<file path="src/rtl/wavetable_voice_mixer_top_defines.svh">
// Assertion macros shared by the mixer's RTL.
`ifndef WAVETABLE_VOICE_MIXER_TOP_DEFINES_SVH
`define WAVETABLE_VOICE_MIXER_TOP_DEFINES_SVH

// The consequent holds in the same cycle as the antecedent.
`define WVM_ASSERT_IMP(lbl, ante, cons, msg) \
    lbl: assert property (@(posedge i_clk) disable iff (!i_rst_n) (ante) |-> (cons)) \
        else $error(msg);

// The consequent holds in the cycle after the antecedent.
`define WVM_ASSERT_NXT(lbl, ante, cons, msg) \
    lbl: assert property (@(posedge i_clk) disable iff (!i_rst_n) (ante) |=> (cons)) \
        else $error(msg);

`endif

</file>
<file path="src/rtl/wvm_pkg.sv">
package wvm_pkg;

    localparam int VOICES_DEF          = 16;
    localparam int SAMPLE_DEPTH_DEF    = 65536;
    localparam int PHASE_FRAC_BITS_DEF = 16;

    localparam int VOICE_W = 4;
    localparam int ADDR_W  = 16;
    localparam int SMP_W   = 16;
    localparam int LEN_W   = 17;
    localparam int STEP_W  = 24;
    localparam int GAIN_W  = 16;
    localparam int DIR_W   = 16;
    localparam int GEFF_W  = 18;
    localparam int F_W     = 32;

    localparam int MUL_A_W = 32;
    localparam int MUL_B_W = 18;
    localparam int MUL_P_W = MUL_A_W + MUL_B_W;

    localparam int Q28_SHIFT = 28;
    localparam int MIX_SHIFT = 14;
    localparam logic signed [F_W-1:0] Q28_ONE         = 32'sd268435456;
    localparam logic signed [F_W-1:0] Q28_POINT_EIGHT = 32'sd214748365;
    localparam int MIX_LIMIT = 32000;

    typedef enum logic [1:0] {
        ACT_WRITE   = 2'd0,
        ACT_SETUP   = 2'd1,
        ACT_STOP    = 2'd2,
        ACT_PRODUCE = 2'd3
    } t_action;

    typedef struct packed {
        t_action                   action;
        logic [VOICE_W-1:0]        voice;
        logic [ADDR_W-1:0]         address;
        logic signed [SMP_W-1:0]   sample_value;
        logic [LEN_W-1:0]          sound_length;
        logic [STEP_W-1:0]         phase_step;
        logic signed [GAIN_W-1:0]  gain;
        logic                      loop_flag;
        logic                      ambient_flag;
        logic signed [DIR_W-1:0]   dir_x;
        logic signed [DIR_W-1:0]   dir_y;
        logic signed [DIR_W-1:0]   dir_z;
    } t_in_word;

    typedef struct packed {
        logic signed [SMP_W-1:0] mixed_sample;
    } t_out_word;

endpackage

</file>
<file path="src/rtl/wvm_mul.sv">
module wvm_mul (
    input  logic                                 i_clk,
    input  logic signed [wvm_pkg::MUL_A_W-1:0]   i_a,
    input  logic signed [wvm_pkg::MUL_B_W-1:0]   i_b,
    output logic signed [wvm_pkg::MUL_P_W-1:0]   o_prod
);
    import wvm_pkg::*;

    logic signed [MUL_P_W-1:0] r_prod;

    always_ff @(posedge i_clk) begin
        r_prod <= MUL_P_W'(i_a) * MUL_P_W'(i_b);
    end

    assign o_prod = r_prod;
endmodule

</file>
<file path="config.mk">
export PLATFORM = sky130hd
export DESIGN_NAME = wvm_mul
export DESIGN_NICKNAME = d
export VERILOG_FILES = /design/src/rtl/wavetable_voice_mixer_top_defines.svh /design/src/rtl/wvm_pkg.sv /design/src/rtl/wvm_mul.sv
export SDC_FILE = /design/constraint.sdc
export NUM_CORES = 2
export LEC_CHECK = 0
export ABC_CLOCK_PERIOD_IN_PS = 6040
export BUFFER_PORTS_ARGS = -buffer_cell sky130_fd_sc_hd__buf_2
export CAP_MARGIN = 0
export CORE_MARGIN = 4
export CORE_UTILIZATION = 40
export DETAILED_ROUTE_END_ITERATION = 8
export GPL_TIMING_DRIVEN = 0
export SKIP_LAST_GASP = 1
export SYNTH_ARGS = -nofsm -noshare
export SYNTH_HDL_FRONTEND = slang
export SYNTH_SLANG_ARGS = --single-unit
</file>
<file path="constraint.sdc">
create_clock -name i_clk -period 6.04 [get_ports i_clk]
set_input_delay 0.604 -clock i_clk [delete_from_list [all_inputs] [get_ports i_clk]]
set_output_delay 0.604 -clock i_clk [all_outputs]
set_load 0.02 [all_outputs]
</file>
==> metrics.md <==
| Metric | Value |
|---|---|
| FILL cells | `4809` |
| Die Span Y | `236.3 um` |
| Hpwl dp | `52630 um` |
| Worst hold slack | `0.6076 ns` |
| First-pass GRT wire length | `between 100000 and 150000 um` |
| CP peak stage delay | `~0.55 ns` |
| Failing checks | `setup timing` |
| Max_slew headroom | `0.7096` |
| Chip Width | `roughly 240 um` |
| Crit path required time | `approximately 6.3 ns` |
| Core ar. | `0.05151 mm2` |
| Crit-path most repeated cell | `fa_1` |
| Final min period | `roughly 6.5 ns` |
| Total clock buffers created by CTS | `5` |
| Post-route ant nets | `0` |
| GRT overflow | `0` |
| Count of final max-slew check failures | `0` |
| RSZ-0062 raised after global routing | `true` |
| Slew @ Worst Pin | `0.4357 ns` |
| Final Hold Vio Count | `0` |
| Number of flops mapped to enable cells by yosys | `0` |
| Post-synth ARST share | `0` |
| Largest delay share family, worst path | `adder cells` |
| Final setup viols | `14` |
| All-Layer GR Usage | `0.2373` |
| Mapped Nets | `3028` |
| H-tree depth | `2` |
| Flop and latch count out of synthesis | `50` |
| Max-cap violation count | `0` |
| Via count of the first global-routing pass | `around 18000` |
| CTS tree | `done` |
| Deepest clock path buffer count | `2` |
| Crit. End Element | `flip-flop` |
| Final WL | `roughly 65000 um` |
| Port bufs | `86` |
| Mean Syn Cell Area | `9.053 um2` |
| Final WS setup | `-0.4209 ns` |
| Area added between synthesis and finish | `22.37%` |
| Post-synth top area cell | `fa_1` |
| Net count, final | `between 3000 and 4000` |
| Top cells by area, synth | `fa_1, inv_1, ha_1, and2_1, nand2_1` |
| Crit Path Category | `input pin to flip-flop` |
| GP Congestion | `between 0.9 and 1` |
| Total number of vias | `~16000` |
| # clock sinks | `50` |
| CTS root buf | `clkbuf_16` |
| Worst min-delay path class | `input pin to flip-flop` |
| Critical Path AT | `approximately 6.7 ns` |
| Synth top area share | `0.5310` |
| Sum of buffers and inverters on the critical path | `5` |
| Startpoint Class | `input pin` |
| Slowest stage cell, crit path | `fa_1` |
| CP Cell Sequence | `buf_6 > clkbuf_16 > nand2_1 > fa_1 > fa_1 > fa_1 > inv_2 > fa_1 > fa_1 > inv_1 > fa_1 > inv_2 > ha_4 > and3_4 > and3_4 > nand4_1 > a211o_4 > a211o_4 > o311ai_2 > o211ai_1 > xnor2_1` |
| Starting DRC count in detailed routing | `1047` |
| Drt pass-1 iters | `7` |
| Setup TNS Final | `-2.903 ns` |
| Vias per inst | `roughly 5.0` |
| Initial Util | `0.4048` |
| DIE AREA | `~0.056 mm2` |
| Drt drc | `0` |
| Core Rows | `just over 80` |
| Share of layout cells above drive strength 1 | `0.1684` |
| Cell count after synthesis | `2303` |
| Synth warn | `0` |
| Hold Buf Count CTS | `0` |
| Max reg flops | `50` |
| Worst Path Max Fanout | `10` |
| Tcrit/Tclk final | `1.070` |
| Clock slew at reported path FFs | `0.10 ns` |
| Cell Area, Synth | `~0.021 mm2` |
| Outcome | `finished, violations left` |
| Antenna fix cells | `0` |
| Largest net degree at the start of global routing | `18` |
| Antenna violations before repair | `2` |
| Routed len/inst | `about 20 um` |
| Cell variety after synth | `between 50 and 60` |
| FMAX | `0.1548 GHz` |
| Top Ports | `slightly above 100` |
| Seq/Total Area, Yosys | `0.04801` |
| Synth Flop Type | `dfxtp_1` |
[logic make-up (layout without fill, tap and decap cells)]
kind of cell / after synthesis / in the layout / share of synthesized area
compound gates: 137 / 137 / 0.04357
xor+xnor: 48 / 48 / 0.02016
fa+ha+maj: 674 / 674 / 0.6036
buf+inv: 727 / 924 / 0.1310
flops: 50 / 50 / 0.04801
simple gates: 667 / 667 / 0.1537
[layer usage]
| metal | track usage | routed length, um | up-vias |
|---|---|---|---|
| met3 | 0.03823 | 4369 | 169 |
| met4 | 0.09200 | 3475 | 2 |
| met2 | 0.4136 | 32410 | 589 |
| li1 | - | - | 6970 |
| met5 | 0 | 14 | - |
| met1 | 0.2964 | 25150 | 8181 |
[layout make-up]
type	instances	area, um2	area share
repair buffers	191	1570	0.06154
clock buffers	5	125.1	0.004904
multi-input cells	1526	17700	0.6938
inverters	620	2340	0.09170
flip-flops and latches	50	1001	0.03923
well taps	680	850.8	0.03335
plain buffers	105	1877	0.07356
clock inverters	3	47.55	0.001863
[metrics by stage]
step	worst slack (ns)	utilization	instance area, um2	instances
floorplan	0.0003451	-	21030	2303
global placement	-1.985	0.4332	22320	3069
finish	-0.4209	0.4953	25510	3180
detailed placement	-2.021	0.4332	22320	3069
CTS	-0.3489	0.4846	24960	3147
global route	-0.5457	0.4953	25510	3180
[cells in the mapped netlist (4+ instances only)]
master / instances
o21ai_0: 17
a21o_1: 22
xor2_1: 15
a31oi_1: 5
dfxtp_1: 50
nand4_1: 7
o21ai_1: 5
nand3_1: 13
xnor2_1: 33
inv_1: 619
o21bai_1: 8
clkbuf_1: 102
nor2_1: 38
ha_1: 121
nor3_1: 8
nand2_1: 344
and2_1: 231
a21oi_1: 48
and3_1: 4
a211oi_1: 4
o211ai_1: 4
fa_1: 553
nand2b_1: 8
[cell usage in the layout (no fill, tap or decap), types with 4 or more instances in the layout]
master | netlist | layout
a21o_1 | 22 | 22
a21oi_1 | 48 | 36
a21oi_2 | 0 | 11
a31oi_1 | 5 | 5
and2_1 | 231 | 220
and2_4 | 0 | 10
buf_12 | 0 | 11
buf_2 | 2 | 52
buf_4 | 0 | 98
buf_6 | 0 | 27
buf_8 | 0 | 10
clkbuf_16 | 0 | 57
clkbuf_4 | 0 | 13
clkbuf_8 | 0 | 25
dfxtp_1 | 50 | 50
fa_1 | 553 | 526
fa_2 | 0 | 27
ha_1 | 121 | 101
ha_2 | 0 | 6
ha_4 | 0 | 14
inv_1 | 619 | 609
inv_2 | 0 | 10
nand2_1 | 344 | 338
nand2_2 | 0 | 5
nand2b_1 | 8 | 8
nand3_1 | 13 | 11
nand4_1 | 7 | 7
nor2_1 | 38 | 33
nor3_1 | 8 | 7
o211ai_1 | 4 | 4
o21ai_0 | 17 | 13
o21ai_1 | 5 | 5
o21bai_1 | 8 | 7
xnor2_1 | 33 | 33
xor2_1 | 15 | 15
[path summary, 6_finish.rpt]
kind                    endpoint  cells past startpoint  startpoint
worst min-delay path   o_prod[0]                      2      i_a[0]
worst max-delay path  o_prod[43]                     21      i_b[5]
[timing repair]
item,4_1_cts,5_1_grt
gates cloned,3,6
gates resized for setup,416,97
buffers inserted,69,27
endpoints found under the setup margin,33,22
pin swaps,70,71
Power is left out: the tool's default activity adds up to more than one toggle a clock period on the data nets, which glitch-free logic cannot reach.
